===== src/sv/cpm_pkg.sv =====
package cpm_pkg;

    localparam int POS_W       = 16;
    localparam int PERIOD_W    = 17;
    localparam int COUNT_W     = 11;
    localparam int SUM_W       = 27;
    localparam int DIFF_W      = 18;
    localparam int MAX_SAMPLES = 1024;
    localparam int M_W         = SUM_W + 2;

    localparam int DIVIDEND_W  = SUM_W;
    localparam int DIVISOR_W   = PERIOD_W;
    localparam int STEP_W      = $clog2(DIVIDEND_W);

    localparam logic [PERIOD_W-1:0] PERIOD_RESET = PERIOD_W'(16384);
    localparam logic [PERIOD_W-1:0] PERIOD_MIN   = PERIOD_W'(2);
    localparam logic [PERIOD_W-1:0] PERIOD_MAX   = PERIOD_W'(65536);

    localparam logic signed [SUM_W:0] SUM_MAX = (SUM_W+1)'((2 ** (SUM_W - 1)) - 1);
    localparam logic signed [SUM_W:0] SUM_MIN = -(SUM_W+1)'(2 ** (SUM_W - 1));

    typedef struct packed {
        logic                  start;
        logic [DIVIDEND_W-1:0] dividend;
        logic [DIVISOR_W-1:0]  divisor;
    } div_req_t;

    typedef struct packed {
        logic                  done;
        logic [DIVIDEND_W-1:0] quotient;
        logic [DIVISOR_W-1:0]  remainder;
    } div_rsp_t;

endpackage


===== src/sv/cpm_div.sv =====
module cpm_div
    import cpm_pkg::*;
(
    input  logic     clk,
    input  logic     rst_n,
    input  div_req_t req,
    output div_rsp_t rsp
);

    logic                  busy_reg, busy_next;
    logic                  done_reg, done_next;
    logic [STEP_W-1:0]     cnt_reg, cnt_next;
    logic [DIVISOR_W-1:0]  rem_reg, rem_next;
    logic [DIVIDEND_W-1:0] quo_reg, quo_next;
    logic [DIVISOR_W-1:0]  dvs_reg, dvs_next;

    logic [DIVISOR_W:0]    shifted;
    logic [DIVISOR_W+1:0]  trial;

    // One quotient bit per cycle, restoring form.
    assign shifted = {rem_reg, quo_reg[DIVIDEND_W-1]};
    assign trial   = {1'b0, shifted} - {2'b00, dvs_reg};

    always_comb
    begin
        busy_next = busy_reg;
        done_next = 1'b0;
        cnt_next  = cnt_reg;
        rem_next  = rem_reg;
        quo_next  = quo_reg;
        dvs_next  = dvs_reg;
        if (req.start)
        begin
            busy_next = 1'b1;
            cnt_next  = '0;
            rem_next  = '0;
            quo_next  = req.dividend;
            dvs_next  = req.divisor;
        end
        else if (busy_reg)
        begin
            if (!trial[DIVISOR_W+1])
            begin
                rem_next = trial[DIVISOR_W-1:0];
                quo_next = {quo_reg[DIVIDEND_W-2:0], 1'b1};
            end
            else
            begin
                rem_next = shifted[DIVISOR_W-1:0];
                quo_next = {quo_reg[DIVIDEND_W-2:0], 1'b0};
            end
            cnt_next = cnt_reg + STEP_W'(1);
            if (cnt_reg == STEP_W'(DIVIDEND_W - 1))
            begin
                busy_next = 1'b0;
                done_next = 1'b1;
            end
        end
    end

    always_ff @(posedge clk or negedge rst_n)
    begin
        if (!rst_n)
        begin
            busy_reg <= 1'b0;
            done_reg <= 1'b0;
            cnt_reg  <= '0;
        end
        else
        begin
            busy_reg <= busy_next;
            done_reg <= done_next;
            cnt_reg  <= cnt_next;
        end
    end

    always_ff @(posedge clk)
    begin
        rem_reg <= rem_next;
        quo_reg <= quo_next;
        dvs_reg <= dvs_next;
    end

    assign rsp.done      = done_reg;
    assign rsp.quotient  = quo_reg;
    assign rsp.remainder = rem_reg;

endmodule


===== src/sv/circular_position_mean.sv =====
// Circular mean of a set of wrap-around positions. The first sample of a set is the
// reference; each of the first 1024 samples adds its shortest wrapped distance from
// it to a saturating sum, later ones only set count_overflow, and the item flagged
// last closes the set with one result. An item that does not close a set is first
// taken and its wrapped difference formed, then that is added into the sum. The
// item that closes a set then goes through two passes of one shared restoring
// divider (issue, load, 27 steps of one quotient bit per cycle, collect), first for
// the sum over the count, then for the floor modulo by the period, and then loads
// the output register once that is free. The result waits in that register, so the
// next set may start while it is still stalled. The period is clamped into
// [2, 65536].
module circular_position_mean
    import cpm_pkg::*;
(
    input  logic                clk,
    input  logic                rst_n,
    input  logic                cfg_wr_en,
    input  logic [PERIOD_W-1:0] cfg_wr_data,
    input  logic                in_valid,
    output logic                in_stall,
    input  logic [POS_W-1:0]    sample,
    input  logic                last,
    output logic                out_valid,
    input  logic                out_stall,
    output logic [POS_W-1:0]    mean_position,
    output logic [COUNT_W-1:0]  samples_used,
    output logic                count_overflow
);

    typedef enum logic [2:0] {
        S_IDLE,
        S_ACC,
        S_QSTART,
        S_QUO,
        S_MSTART,
        S_MOD,
        S_OUT
    } state_t;

    state_t                      state_reg, state_next;
    logic [PERIOD_W-1:0]         period_reg, period_next;
    logic [POS_W-1:0]            reference_reg, reference_next;
    logic signed [SUM_W-1:0]     sum_reg, sum_next;
    logic [COUNT_W-1:0]          count_reg, count_next;
    logic                        ovf_reg, ovf_next;
    logic signed [DIFF_W-1:0]    diff_reg, diff_next;
    logic                        use_reg, use_next;
    logic                        last_reg, last_next;
    logic                        qneg_reg, qneg_next;
    logic signed [M_W-1:0]       m_reg, m_next;
    div_req_t                    req_reg, req_next;
    logic                        out_valid_reg, out_valid_next;
    logic [POS_W-1:0]            mean_reg, mean_next;
    logic [COUNT_W-1:0]          used_reg, used_next;
    logic                        flag_reg, flag_next;

    div_rsp_t                    div_rsp;

    logic [PERIOD_W-1:0]         period_eff;
    logic [POS_W-1:0]            ref_sel;
    logic signed [DIFF_W:0]      d_raw;
    logic signed [DIFF_W:0]      d_half;
    logic signed [DIFF_W:0]      d_per;
    logic signed [DIFF_W:0]      d_wrap;
    logic signed [SUM_W:0]       sum_wide;
    logic signed [SUM_W:0]       q_signed;
    logic [PERIOD_W-1:0]         rem_fix;

    cpm_div u_div (
        .clk   (clk),
        .rst_n (rst_n),
        .req   (req_reg),
        .rsp   (div_rsp)
    );

    always_comb
    begin
        if (period_reg < PERIOD_MIN)
        begin
            period_eff = PERIOD_MIN;
        end
        else if (period_reg > PERIOD_MAX)
        begin
            period_eff = PERIOD_MAX;
        end
        else
        begin
            period_eff = period_reg;
        end
    end

    // Shortest wrapped difference of the incoming sample from the reference.
    always_comb
    begin
        ref_sel = (count_reg == '0) ? sample : reference_reg;
        d_raw   = $signed({3'b000, sample}) - $signed({3'b000, ref_sel});
        d_half  = $signed({3'b000, period_eff[PERIOD_W-1:1]});
        d_per   = $signed({2'b00, period_eff});
        if (d_raw > d_half)
        begin
            d_wrap = d_raw - d_per;
        end
        else if (d_raw <= -d_half)
        begin
            d_wrap = d_raw + d_per;
        end
        else
        begin
            d_wrap = d_raw;
        end
    end

    assign sum_wide = (SUM_W+1)'(sum_reg) + (SUM_W+1)'(diff_reg);
    assign q_signed = qneg_reg ? -$signed({1'b0, div_rsp.quotient})
                               : $signed({1'b0, div_rsp.quotient});
    assign rem_fix  = (m_reg[M_W-1] && (div_rsp.remainder != '0))
                      ? period_eff - div_rsp.remainder : div_rsp.remainder;

    always_comb
    begin
        state_next     = state_reg;
        period_next    = cfg_wr_en ? cfg_wr_data : period_reg;
        reference_next = reference_reg;
        sum_next       = sum_reg;
        count_next     = count_reg;
        ovf_next       = ovf_reg;
        diff_next      = diff_reg;
        use_next       = use_reg;
        last_next      = last_reg;
        qneg_next      = qneg_reg;
        m_next         = m_reg;
        req_next       = req_reg;
        req_next.start = 1'b0;
        out_valid_next = out_valid_reg && out_stall;
        mean_next      = mean_reg;
        used_next      = used_reg;
        flag_next      = flag_reg;

        case (state_reg)
            S_IDLE:
            begin
                if (in_valid)
                begin
                    reference_next = ref_sel;
                    diff_next      = d_wrap[DIFF_W-1:0];
                    use_next       = count_reg < COUNT_W'(MAX_SAMPLES);
                    last_next      = last;
                    state_next     = S_ACC;
                end
            end
            S_ACC:
            begin
                if (use_reg)
                begin
                    if (sum_wide > SUM_MAX)
                    begin
                        sum_next = SUM_MAX[SUM_W-1:0];
                    end
                    else if (sum_wide < SUM_MIN)
                    begin
                        sum_next = SUM_MIN[SUM_W-1:0];
                    end
                    else
                    begin
                        sum_next = sum_wide[SUM_W-1:0];
                    end
                    count_next = count_reg + COUNT_W'(1);
                end
                else
                begin
                    ovf_next = 1'b1;
                end
                state_next = last_reg ? S_QSTART : S_IDLE;
            end
            S_QSTART:
            begin
                qneg_next         = sum_reg[SUM_W-1];
                req_next.start    = 1'b1;
                req_next.dividend = sum_reg[SUM_W-1] ? DIVIDEND_W'(-sum_reg)
                                                     : DIVIDEND_W'(sum_reg);
                req_next.divisor  = DIVISOR_W'(count_reg);
                state_next        = S_QUO;
            end
            S_QUO:
            begin
                if (div_rsp.done)
                begin
                    // An empty set cannot reach here, but it would average to the reference.
                    if (count_reg == '0)
                    begin
                        m_next = M_W'($signed({1'b0, reference_reg}));
                    end
                    else
                    begin
                        m_next = M_W'($signed({1'b0, reference_reg})) + M_W'(q_signed);
                    end
                    state_next = S_MSTART;
                end
            end
            S_MSTART:
            begin
                req_next.start    = 1'b1;
                req_next.dividend = m_reg[M_W-1] ? DIVIDEND_W'(-m_reg)
                                                 : DIVIDEND_W'(m_reg);
                req_next.divisor  = period_eff;
                state_next        = S_MOD;
            end
            S_MOD:
            begin
                if (div_rsp.done)
                begin
                    state_next = S_OUT;
                end
            end
            S_OUT:
            begin
                // The divider is idle here, so its remainder still holds the mean.
                if (!out_valid_reg || !out_stall)
                begin
                    out_valid_next = 1'b1;
                    mean_next      = rem_fix[POS_W-1:0];
                    used_next      = count_reg;
                    flag_next      = ovf_reg;
                    reference_next = '0;
                    sum_next       = '0;
                    count_next     = '0;
                    ovf_next       = 1'b0;
                    state_next     = S_IDLE;
                end
            end
            default:
            begin
                state_next = S_IDLE;
            end
        endcase
    end

    always_ff @(posedge clk or negedge rst_n)
    begin
        if (!rst_n)
        begin
            state_reg     <= S_IDLE;
            period_reg    <= PERIOD_RESET;
            reference_reg <= '0;
            sum_reg       <= '0;
            count_reg     <= '0;
            ovf_reg       <= 1'b0;
            req_reg       <= '0;
            out_valid_reg <= 1'b0;
        end
        else
        begin
            state_reg     <= state_next;
            period_reg    <= period_next;
            reference_reg <= reference_next;
            sum_reg       <= sum_next;
            count_reg     <= count_next;
            ovf_reg       <= ovf_next;
            req_reg       <= req_next;
            out_valid_reg <= out_valid_next;
        end
    end

    always_ff @(posedge clk)
    begin
        diff_reg         <= diff_next;
        use_reg          <= use_next;
        last_reg         <= last_next;
        qneg_reg         <= qneg_next;
        m_reg            <= m_next;
        mean_reg         <= mean_next;
        used_reg         <= used_next;
        flag_reg         <= flag_next;
    end

    assign in_stall       = (state_reg != S_IDLE);
    assign out_valid      = out_valid_reg;
    assign mean_position  = mean_reg;
    assign samples_used   = used_reg;
    assign count_overflow = flag_reg;

endmodule


===== config.mk =====
export PLATFORM = sky130hd
export DESIGN_NAME = circular_position_mean
export DESIGN_NICKNAME = d
export VERILOG_FILES = /design/src/sv/cpm_pkg.sv /design/src/sv/cpm_div.sv /design/src/sv/circular_position_mean.sv
export SDC_FILE = /design/constraint.sdc
export NUM_CORES = 1
export LEC_CHECK = 0
export ABC_AREA = 1
export BUFFER_PORTS_ARGS = -buffer_cell sky130_fd_sc_hd__clkbuf_2
export CORE_ASPECT_RATIO = 1.4
export CORE_MARGIN = 1
export CORE_UTILIZATION = 48
export DETAILED_ROUTE_END_ITERATION = 10
export HOLD_SLACK_MARGIN = 0.12
export PLACE_DENSITY = 0.69
export SLEW_MARGIN = 0
export SYNTH_ARGS = -nofsm -noshare
export SYNTH_HDL_FRONTEND = slang
export SYNTH_SLANG_ARGS = --single-unit

===== constraint.sdc =====
create_clock -name clk -period 14.7 [get_ports clk]
set_input_delay 2.205 -clock clk [delete_from_list [all_inputs] [get_ports clk]]
set_output_delay 2.205 -clock clk [all_outputs]
set_load 0.005 [all_outputs]

## Word level (Yosys, flattened, before mapping)

Cells that the tools add are included.

- $add $sub $neg: 13
- $lt $le $gt $ge: 7
- Eq/ne operators: 13
- Multiplexer cells: 45
- Reductions and logical operators: 20

Operators by type and width:

| operator | number |
|---|---|
| 27-bit 2-to-1 mux | 8 |
| 45-bit one-hot mux with 2 select lines | 1 |
| 16-bit 2-to-1 mux | 5 |
| 27-bit negation | 2 |
| 27-bit one-hot mux with 2 select lines | 1 |
| 17-bit 2-to-1 mux | 3 |
| 18-bit 2-to-1 mux | 2 |
| 16-bit one-hot mux with 2 select lines | 1 |
| 17-bit by 28-bit adder with 29-bit output | 1 |
| 27-bit by 18-bit adder with 28-bit output | 1 |
| 28-bit by 27-bit > comparator with 1-bit output (second input constant) | 1 |
| 28-bit by 27-bit < comparator with 1-bit output (second input constant) | 1 |
| 28-bit 2-to-1 mux | 1 |
| 27-bit negation with 28-bit output | 1 |
| 11-bit 2-to-1 mux | 2 |
| 11-bit one-hot mux with 2 select lines | 1 |
| 3-bit one-hot mux with 7 select lines | 1 |
| 17-bit by 19-bit <= comparator with 1-bit output | 1 |
| 16-bit negation with 19-bit output | 1 |
| 18-bit by 17-bit subtractor with 19-bit output | 1 |
| 17-bit by 18-bit adder with 18-bit output | 1 |
| 17-bit by 18-bit subtractor with 18-bit output | 1 |
| 17-bit > comparator | 1 |
| 17-bit > comparator (second input constant) | 1 |
| 28 further kinds | 58 |

- Register bits after elaboration: 267
- Input bits: 39

## Depth between registers and ports, before layout

Gate-level depths: netlist of run 1.

- Depth after elaboration: 7
- Depth in mapped cells: 35

## Cells and area by module

From an unflattened synthesis of run 1, not the netlist that was laid out.

- Cells, all modules: 2827
- Area total of the unflattened synthesis: 20798.7 µm²

Modules (own cells, without submodules):

| module | times used | cells an instance | area each (µm²) | seq. area each (µm²) |
|---|---|---|---|---|
| circular_position_mean | 1 | 2311 | 16832.4 | 5341.4 |
| cpm_div | 1 | 516 | 3966.3 | 1836.8 |

## Worst setup path after synthesis of run 1

Ideal clock, no wire load.

- Path type: input port to flip-flop
- From: input sample[5]
- To: register diff_reg[15] (data pin)
- Setup time: 0.253 ns
- Arrival: 5.340 ns
- Data required time: 14.447 ns
- Path slack: 9.107 ns
- Cell stages on the path: 26
- Path buffers: 1
- Cell sequence: o21ai_0 > ha_1 > a21oi_1 > inv_1 > nand2_1 > nand2_1 > a31o_2 > xor2_1 > ha_1 > clkbuf_1 > nor2_1 > inv_1 > nor2_1 > a211oi_1 > o21ai_0 > nand2_1 > nand2_1 > nand2_1 > nand2_1 > a21oi_1 > nor2_1 > nor2_1 > xor2_1 > nand2_1 > nand3_1 > nand2_1

- Longest elaborated chain between the ends: 5

RTL lines:

| item | line | text |
|---|---|---|
| from (decl) | circular_position_mean.sv:21 | `input logic [POS_W-1:0] sample,` |
| 16-bit 2-to-1 mux | circular_position_mean.sv:95 | `ref_sel = (count_reg == '0) ? sample : reference_reg;` |
| 16-bit by 16-bit subtractor with 17-bit output (*) | circular_position_mean.sv:96 | `d_raw = $signed({3'b000, sample}) - $signed({3'b000, ref_sel});` |
| 17-bit by 18-bit adder with 18-bit output or 17-bit by 19-bit <= comparator with 1-bit output (tied branches) | circular_position_mean.sv:105, circular_position_mean.sv:103 |  |
| 18-bit 2-to-1 mux | circular_position_mean.sv:103 | `else if (d_raw <= -d_half)` |
| 18-bit 2-to-1 mux (*) | circular_position_mean.sv:99 | `if (d_raw > d_half)` |
| named net d_wrap[15] | circular_position_mean.sv:64 | `logic signed [DIFF_W:0] d_wrap;` |
| to (signal assigned) | circular_position_mean.sv:266 | `diff_reg <= diff_next;` |
| to (decl) | circular_position_mean.sv:46 | `logic signed [DIFF_W-1:0] diff_reg, diff_next;` |

Mark *: on every way through the listed nets, which the timed path passes. The rest lies on a longest branch.
A chain may end at the register's enable or synchronous reset.

## Worst setup path in the final report of run 1

- From: input sample[4]
- To: register diff_reg[0] (data pin)

- Longest elaborated chain between the ends: 5

RTL lines:

| item | line |
|---|---|
| 16-bit 2-to-1 mux | circular_position_mean.sv:95 |
| 16-bit by 16-bit subtractor with 17-bit output (*) | circular_position_mean.sv:96 |
| 17-bit by 19-bit <= comparator with 1-bit output | circular_position_mean.sv:103 |
| 18-bit 2-to-1 mux | circular_position_mean.sv:103 |
| 18-bit 2-to-1 mux (*) | circular_position_mean.sv:99 |
| named net d_wrap[0] | circular_position_mean.sv:64 |

Marked as above.

==> results of run 1 <==
cells in the mapped netlist (7+ instances only):
cell	count
sky130_fd_sc_hd__a21o_1	8
sky130_fd_sc_hd__a21oi_1	196
sky130_fd_sc_hd__a31oi_1	12
sky130_fd_sc_hd__buf_2	7
sky130_fd_sc_hd__clkbuf_1	58
sky130_fd_sc_hd__dfrtp_1	127
sky130_fd_sc_hd__dfxtp_1	17
sky130_fd_sc_hd__edfxtp_1	121
sky130_fd_sc_hd__ha_1	158
sky130_fd_sc_hd__inv_1	381
sky130_fd_sc_hd__inv_2	9
sky130_fd_sc_hd__nand2_1	555
sky130_fd_sc_hd__nand3_1	140
sky130_fd_sc_hd__nand3b_1	7
sky130_fd_sc_hd__nand4_1	40
sky130_fd_sc_hd__nor2_1	187
sky130_fd_sc_hd__nor3_1	49
sky130_fd_sc_hd__nor4_1	13
sky130_fd_sc_hd__o211ai_1	20
sky130_fd_sc_hd__o21ai_0	264
sky130_fd_sc_hd__o21ai_1	8
sky130_fd_sc_hd__o21bai_1	7
sky130_fd_sc_hd__o221ai_1	19
sky130_fd_sc_hd__o22ai_1	22
sky130_fd_sc_hd__or2_2	11
sky130_fd_sc_hd__xnor2_1	24
sky130_fd_sc_hd__xor2_1	93
layer usage:
layer	vias up	wire length (µm)	part of all wire [%]
met4	0	4620	7.2
li1	9003	-	-
met1	8705	24700	38
met3	194	1940	3.0
met5	-	0	0
met2	486	33000	51
power by group through the flow:
stage / registers [mW] / clock network [mW] / logic [mW]
after floorplan: 1.28 / 0 / 2.88
after global placement: 1.39 / 0 / 3.81
after detailed placement: 1.40 / 0 / 3.86
after CTS: 1.39 / 0.732 / 3.88
after global routing: 1.41 / 0.759 / 4.39
final: 1.39 / 0.723 / 3.91
final timing paths:
| check | to | slack (ns) | depth (start not counted) |
|---|---|---|---|
| worst min register to register | u_div.dvs_reg[13]$_DFFE_PP_ | 0.45 | 0 |
| worst max register to register | diff_reg[0]$_DFFE_PP_ | 8.45 | 27 |
| min in group asynchronous | reference_reg[12]$_DFFE_PN0P_ | 1.60 | 1 |
| max in group asynchronous | req_reg[44]$_DFF_PN0_ | 11.42 | 2 |
| worst min-delay path | u_div.dvs_reg[13]$_DFFE_PP_ | 0.45 | 0 |
| worst max-delay path | diff_reg[0]$_DFFE_PP_ | 8.27 | 23 |
critical path, cell delays in order:
cell,delay (ns)
sky130_fd_sc_hd__clkbuf_2,0.11
sky130_fd_sc_hd__o21ai_0,0.24
sky130_fd_sc_hd__ha_1,0.33
sky130_fd_sc_hd__inv_1,0.09
sky130_fd_sc_hd__o21bai_1,0.07
sky130_fd_sc_hd__a21oi_1,0.37
sky130_fd_sc_hd__o21ai_0,0.25
sky130_fd_sc_hd__nand2_1,0.10
sky130_fd_sc_hd__nand2_1,0.08
sky130_fd_sc_hd__xor2_1,0.64
sky130_fd_sc_hd__ha_1,0.37
sky130_fd_sc_hd__nand2_1,0.09
sky130_fd_sc_hd__a21oi_1,0.04
sky130_fd_sc_hd__o21ai_0,0.15
sky130_fd_sc_hd__nand3b_1,0.09
sky130_fd_sc_hd__nand3_1,0.09
sky130_fd_sc_hd__nand3b_1,0.09
sky130_fd_sc_hd__nand2_1,0.06
sky130_fd_sc_hd__nand2_1,0.12
sky130_fd_sc_hd__nand2_1,0.61
sky130_fd_sc_hd__inv_2,0.26
sky130_fd_sc_hd__nor2_1,0.19
sky130_fd_sc_hd__o21ai_0,0.09
cell type report:
| cell class | instances | area [µm²] | area share [%] |
|---|---|---|---|
| Tap cell | 540 | 676 | 3.11 |
| Clock buffer | 33 | 729 | 3.36 |
| Inverter | 392 | 1470 | 6.77 |
| Timing Repair Buffer | 84 | 467 | 2.15 |
| Multi-Input combinational cell | 1923 | 11000 | 50.7 |
| Clock inverter | 19 | 176 | 0.812 |
| Sequential cell | 266 | 7180 | 33.1 |
kinds of logic after synthesis:
logic type / share of synthesized area, %
simple gates: 22.7
compound gates: 16.8
buf+inv: 8.87
flops: 36.0
fa+ha+maj: 10.5
xor+xnor: 5.14
other cells: 0.0188
placed cells by master (no fill, tap or decap), types with 67 or more instances in the layout:
cell type / instances
sky130_fd_sc_hd__a21oi_1: 196
sky130_fd_sc_hd__clkbuf_2: 67
sky130_fd_sc_hd__dfrtp_1: 126
sky130_fd_sc_hd__edfxtp_1: 121
sky130_fd_sc_hd__ha_1: 158
sky130_fd_sc_hd__inv_1: 381
sky130_fd_sc_hd__nand2_1: 555
sky130_fd_sc_hd__nand3_1: 140
sky130_fd_sc_hd__nor2_1: 185
sky130_fd_sc_hd__o21ai_0: 264
sky130_fd_sc_hd__xor2_1: 93
==> parameters.txt, run 1 <==
Parameter                              Value

Worst hold path
  Hold path startpoint ... req_reg[13]$_DFFE_PN0P_
  Min-delay worst type ... reg -> reg

Drt
  Via/cell ratio ... 5.65
  Vias ... 18400
  Count of routing violations after the opening detailed-route iteration ... 1167
  Detailed Routing Iterations Pass 1 ... 7
  Wirelength, routed ... 64.2 mm
  Post-detailed-route count of antenna-violating nets ... 0
  Routed wire per std cell ... 19.7 µm
  DRC violations left ... 0

Placement
  Post-placement worst setup slack ... 7.78 ns
  Number of placed cells counting well taps ... 3205
  Area after detailed placement ... 20800 µm²
  Detailed placer's ending HPWL ... 50.0 mm
  Count of buffers inserted at the top-level ports ... 68
  GP Congestion ... 0.987

Worst setup path
  Startpoint class of the critical path ... input port
  Endpoint kind of the worst setup timing path ... flip-flop
  Crit path DAT ... 6.74 ns
  Worst setup path start ... sample[4]
  Kind of critical path ... in -> reg
  Required time reported for the critical path endpoint ... 15.01 ns
  Maximum fanout along the worst path ... 23
  Critical R2R Launch ... count_reg[0]$_DFFE_PN0P_

Synthesis
  Total of warnings raised by yosys ... 0
  Sequential element share of the synthesized area ... 36.0%
  Distinct cells, synth ... 63
  Cell type contributing the most total cell area after synthesis ... sky130_fd_sc_hd__edfxtp_1
  Synthesized netlist cell count ... 2651
  Yosys reg bits ... 266
  Fraction of synthesized cell area taken by the top area cell type ... 18.2%
  Most used DFF post-synth ... sky130_fd_sc_hd__dfrtp_1
  Post-Synthesis Cell Area ... 19900 µm²
  Top cells by area in the synthesized netlist ... sky130_fd_sc_hd__edfxtp_1 18%, sky130_fd_sc_hd__dfrtp_1 16%, sky130_fd_sc_hd__nand2_1 10%
  Number of enable-type register cells in the synthesized netlist ... 121
  Avg Cell Area, Syn ... 7.52 µm²
  Async SR Flop Fraction ... 48.1%

Clock network
  Maximum number of buffers from clock root to sink ... 3
  Number of buffers added by the clock tree synthesis step ... 28
  Clock latency reported for the late side of the worst-skew pair ... 0.58 ns
  H-Tree Depth ... 1
  CTS clock-pin slew for the worst setup and hold paths ... 0.06 ns
  # resized after CTS ... 0
  TritonCTS clock tree ... yes
  Total of hold buffers inserted after clock tree synthesis ... 0
  Number of clock sinks ... 266
  Root cell of the clock tree ... sky130_fd_sc_hd__clkbuf_16
  Setup repair bufs after CTS ... 0

Timing
  Setup total negative slack ... 0 ns
  Slew margin rel. ... 21.6%
  Slew @ Worst Pin ... 1.17 ns
  RSZ-0062 raised after global routing ... no
  Post-route worst setup slack ... 8.27 ns
  Post-layout minimum cycle time ... 6.43 ns
  Slew Viols, Final ... 0
  Portion of the clock cycle consumed by the worst path in the final layout ... 43.7%
  Worst hold margin ... 0.454 ns
  Count of endpoints failing setup in the final report ... 0
  Hold violation total from the final report ... 0
  Setup Skew ... 0.0238 ns
  Maximum clock rate ... 0.156 GHz

GRT
  Peak-usage layer in the global routing report ... met2
  Pin count of the biggest net entering global routing ... 74
  Overall Global Routing Usage ... 30.2%
  Wire length of the first global-routing pass ... 99.2 mm
  Global Route met3 Usage ... 2.08%
  Number of global-route vias before repair ... 18200
  Met1 routing resource usage after global routing ... 32.8%
  Met2 global-route usage ... 55.8%
  Global route total overflow ... 0
  Initial antenna violation count ... 0

Power and ir drop
  Overall power ... 6.02 mW
  Gate power share ... 64.9%
  Fraction of power spent switching nets ... 52.2%
  Power per standard cell area ... 277 nW/µm²
  Clock share of power ... 12.0%
  Register share of total power ... 23.1%
  Maximum resistive drop on vdd ... 0.118 mV
  Reported leakage power ... 10.4 nW
  Switching pwr ... 3.14 mW
  Internal power ... 2.88 mW

Cells and area
  Net count, final ... 2898
  Count of filler cells inserted in the layout ... 3987
  Final antenna diode count ... 0
  Utilization after layout ... 52.9%
  Ratio of cells with drive above 1 in the final layout ... 6.96%
  Final cell count without fillers ... 3257
  Largest register FFs ... 45
  Area growth syn-to-layout ... 8.89%
  Post-route cell area ... 21700 µm²

Floorplan
  Row count ... 88
  Initial standard-cell utilization of the core ... 48.6%
  Area enclosed by the die boundary ... 42400 µm²
  Standard cell core area ... 41100 µm²
  Vertical die dimension ... 243 µm
  Horiz. Die Dim ... 174 µm
  Number of placed I/O pins ... 69

Run
  Max-capacitance violation count ... 0

Status
  Result of the run ... finished clean
No activity file was read; power rests on OpenSTA's default activity.
==> run 2: changes to the inputs <==
- ABC_AREA: 1 -> 0
- clock period: 14.7 -> 5.93 ns (I/O delays scaled with it)
==> parameters.txt, run 2 <==
Parameter                              Value

Synthesis
  Top cells by area in the synthesized netlist ... sky130_fd_sc_hd__edfxtp_1 18%, sky130_fd_sc_hd__dfrtp_1 16%, sky130_fd_sc_hd__ha_1 9.9%
  Number of enable-type register cells in the synthesized netlist ... 121 (unchanged)
  Avg Cell Area, Syn ... 9.16 µm² (+22%)
  Fraction of synthesized cell area taken by the top area cell type ... 18.2% (about the same)
  Cell type contributing the most total cell area after synthesis ... sky130_fd_sc_hd__edfxtp_1
  Async SR Flop Fraction ... 48.1% (unchanged)
  Post-Synthesis Cell Area ... 19900 µm² (about the same)
  Synthesized netlist cell count ... 2177 (-18%)
  Top cell types by occurrence after synthesis ... 184 x sky130_fd_sc_hd__nand2_1, 169 x sky130_fd_sc_hd__nor2_1, 158 x sky130_fd_sc_hd__ha_1
  Sequential element share of the synthesized area ... 36.0% (about the same)
  Total of warnings raised by yosys ... 0 (unchanged)
  Most frequent cell after synthesis ... sky130_fd_sc_hd__nand2_1
  Yosys reg bits ... 266 (unchanged)
  Most used DFF post-synth ... sky130_fd_sc_hd__dfrtp_1
  Distinct cells, synth ... 95 (+51%)

Cells and area
  Area growth syn-to-layout ... 17.1%
  Net count, final ... 2552 (-12%)
  Largest register FFs ... 45 (unchanged)
  Post-route cell area ... 23300 µm² (+7.5%)
  Ratio of cells with drive above 1 in the final layout ... 17.5% (+11 points)
  Final antenna diode count ... 0 (unchanged)
  Most frequent standard cell in the layout excluding fill and tap cells ... sky130_fd_sc_hd__nand2_1
  Highest-count cells in the layout ignoring fill and taps ... 181 x sky130_fd_sc_hd__nand2_1, 158 x sky130_fd_sc_hd__nor2_1, 152 x sky130_fd_sc_hd__ha_1

Timing
  Maximum clock rate ... 0.158 GHz
  Setup Skew ... 0.0283 ns (+0.00444 ns)
  Slew margin rel. ... 24.1% (+2.5 points)
  Post-layout minimum cycle time ... 6.33 ns
  Count of endpoints failing setup in the final report ... 18 (+18)
  Worst hold margin ... 0.309 ns (-0.145 ns)
  RSZ-0062 raised after global routing ... yes
  Post-route worst setup slack ... -0.400 ns (-8.67 ns)
  Portion of the clock cycle consumed by the worst path in the final layout ... 107%
  Slew Viols, Final ... 0 (unchanged)
  Slew @ Worst Pin ... 1.14 ns (-0.0341 ns)
  Hold violation total from the final report ... 0 (unchanged)

Clock network
  H-Tree Depth ... 1 (unchanged)
  Maximum number of buffers from clock root to sink ... 3 (unchanged)
  TritonCTS clock tree ... yes
  Root cell of the clock tree ... sky130_fd_sc_hd__clkbuf_16
  Clock latency reported for the late side of the worst-skew pair ... 0.59 ns (about the same)
  CTS clock-pin slew for the worst setup and hold paths ... 0.06 ns (about the same)
  Number of buffers added by the clock tree synthesis step ... 29 (+3.6%)
  Number of clock sinks ... 266 (unchanged)

Drt
  Count of routing violations after the opening detailed-route iteration ... 1330 (+14%)
  Routed wire per std cell ... 21.4 µm (+8.7%)
  Post-detailed-route count of antenna-violating nets ... 0 (unchanged)
  Detailed Routing Iterations Pass 1 ... 6 (-1)
  Via/cell ratio ... 6.12 (+8.4%)
  Wirelength, routed ... 62.4 mm (-2.8%)
  DRC violations left ... 0 (unchanged)
  Vias ... 17800 (-3.1%)

GRT
  Global route total overflow ... 0 (unchanged)
  Number of global-route vias before repair ... 17800 (-2.4%)
  Overall Global Routing Usage ... 29.2% (-0.92 points)
  Wire length of the first global-routing pass ... 97.0 mm (-2.2%)
  Initial antenna violation count ... 2 (+2)
  Pin count of the biggest net entering global routing ... 73 (-1.4%)

Worst setup path
  Required time reported for the critical path endpoint ... 6.25 ns (-8.76 ns)
  Endpoint kind of the worst setup timing path ... flip-flop
  Startpoint class of the critical path ... flip-flop
  Maximum fanout along the worst path ... 6 (-74%)
  Longest individual stage delay on the worst path ... 0.51 ns (-0.13 ns)
  Highest-delay cell along the critical path ... sky130_fd_sc_hd__or4_4
  Crit path DAT ... 6.65 ns (-0.09 ns)
  Kind of critical path ... reg -> reg

Floorplan
  Initial standard-cell utilization of the core ... 48.5% (about the same)
  Number of placed I/O pins ... 69 (unchanged)
  Standard cell core area ... 41100 µm² (unchanged)
  Row count ... 88 (unchanged)
  Vertical die dimension ... 243 µm (about the same)
  Area enclosed by the die boundary ... 42400 µm² (about the same)
  Horiz. Die Dim ... 174 µm (about the same)

Placement
  Area after detailed placement ... 21800 µm² (+4.6%)
  GP Congestion ... 0.978 (-0.94%)
  Post-placement worst setup slack ... -0.469 ns (-8.25 ns)
  Count of buffers inserted at the top-level ports ... 68 (unchanged)
  Detailed placer's ending HPWL ... 47.5 mm (-5.0%)

Power and ir drop
  Power per standard cell area ... 229 nW/µm² (-17%)
  Maximum resistive drop on vdd ... 0.216 mV (+83%)
  Reported leakage power ... 9.90 nW (-5.1%)
  Overall power ... 5.35 mW (-11%)

Run
  Max-capacitance violation count ... 0 (unchanged)

Status
  Result of the run ... finished with violations
  Failing checks ... negative setup slack

Worst hold path
  Min-delay worst type ... in -> async
[run 2: final timing paths]
kind,start,endpoint,slack [ns],cells past startpoint
setup / recovery,count_reg[1]$_DFFE_PN0P_,diff_reg[12]$_DFFE_PP_,-0.40,28
hold / removal,rst_n,out_valid$_DFF_PN0_,0.31,1
setup reg to reg,count_reg[1]$_DFFE_PN0P_,diff_reg[12]$_DFFE_PP_,-0.40,28
hold reg to reg,req_reg[11]$_DFFE_PN0P_,u_div.dvs_reg[11]$_DFFE_PP_,0.45,0
max in group asynchronous,rst_n,req_reg[44]$_DFF_PN0_,4.15,2
min in group clk,req_reg[11]$_DFFE_PN0P_,u_div.dvs_reg[11]$_DFFE_PP_,0.45,0
[run 2: critical path, delay by kind of cell (launching register included)]
family	cells	cell delay, ns
AO/OA/AOI/OAI	11	2.04
XOR/XNOR	1	0.19
adder cells (fa/ha/maj)	3	0.61
buffers and inverters	3	0.39
flip-flops	1	0.39
multiplexers	1	0.16
AND/OR/NAND/NOR	9	2.28
[run 2: routing by layer]
layer	wire (µm)	global-route usage, %	up-vias	part of all wire [%]
li1	-	-	8410	-
met1	24100	32.6	8679	39
met2	31400	52.6	535	50
met3	2490	2.85	193	4.0
met4	4450	19.1	2	7.1
met5	12	0	-	0.019
[run 2: metrics by stage]
| step | std cells | setup TNS (ns) | utilization (%) |
|---|---|---|---|
| CTS | 2907 | -4.35 | 56.2 |
| floorplan | 2178 | -4.07 | - |
| detailed placement | 2837 | -6.73 | 53.0 |
| finish | 2912 | -4.98 | 56.8 |
| global placement | 2837 | -3.99 | 53.0 |
| global route | 2912 | -9.79 | 56.8 |
[run 2: final cells by class]
class	instances	area, µm²
clock buffers	34	776
clock inverters	20	235
fillers	3621	17700
inverters	121	454
multi-input cells	1703	12400
flip-flops and latches	266	7180
well taps	540	676
repair buffers	228	1610
[run 2: kinds of logic after synthesis]
logic type | count (synthesis) | synth area share [%]
AO/OA/AOI/OAI | 639 | 21.9
XOR/XNOR | 168 | 7.45
adder cells (fa/ha/maj) | 167 | 10.7
buffers and inverters | 210 | 4.02
flip-flops | 266 | 36.0
multiplexers | 68 | 3.75
other | 1 | 0.0188
AND/OR/NAND/NOR | 658 | 16.2
[run 2: report_power, final]
group	switching, mW	internal (mW)
combinational	0.800	0.643
clock	0.800	1.12
sequential	0.0262	1.96
total	1.63	3.72
[run 2: what timing repair did]
item / in CTS / in global routing
cloned: 2 / 0
resized for setup: 39 / 36
pin swaps: 15 / 19
hold buffers: 0 / 0
buffers inserted: 14 / 6
setup endpoints to repair: 18 / 18
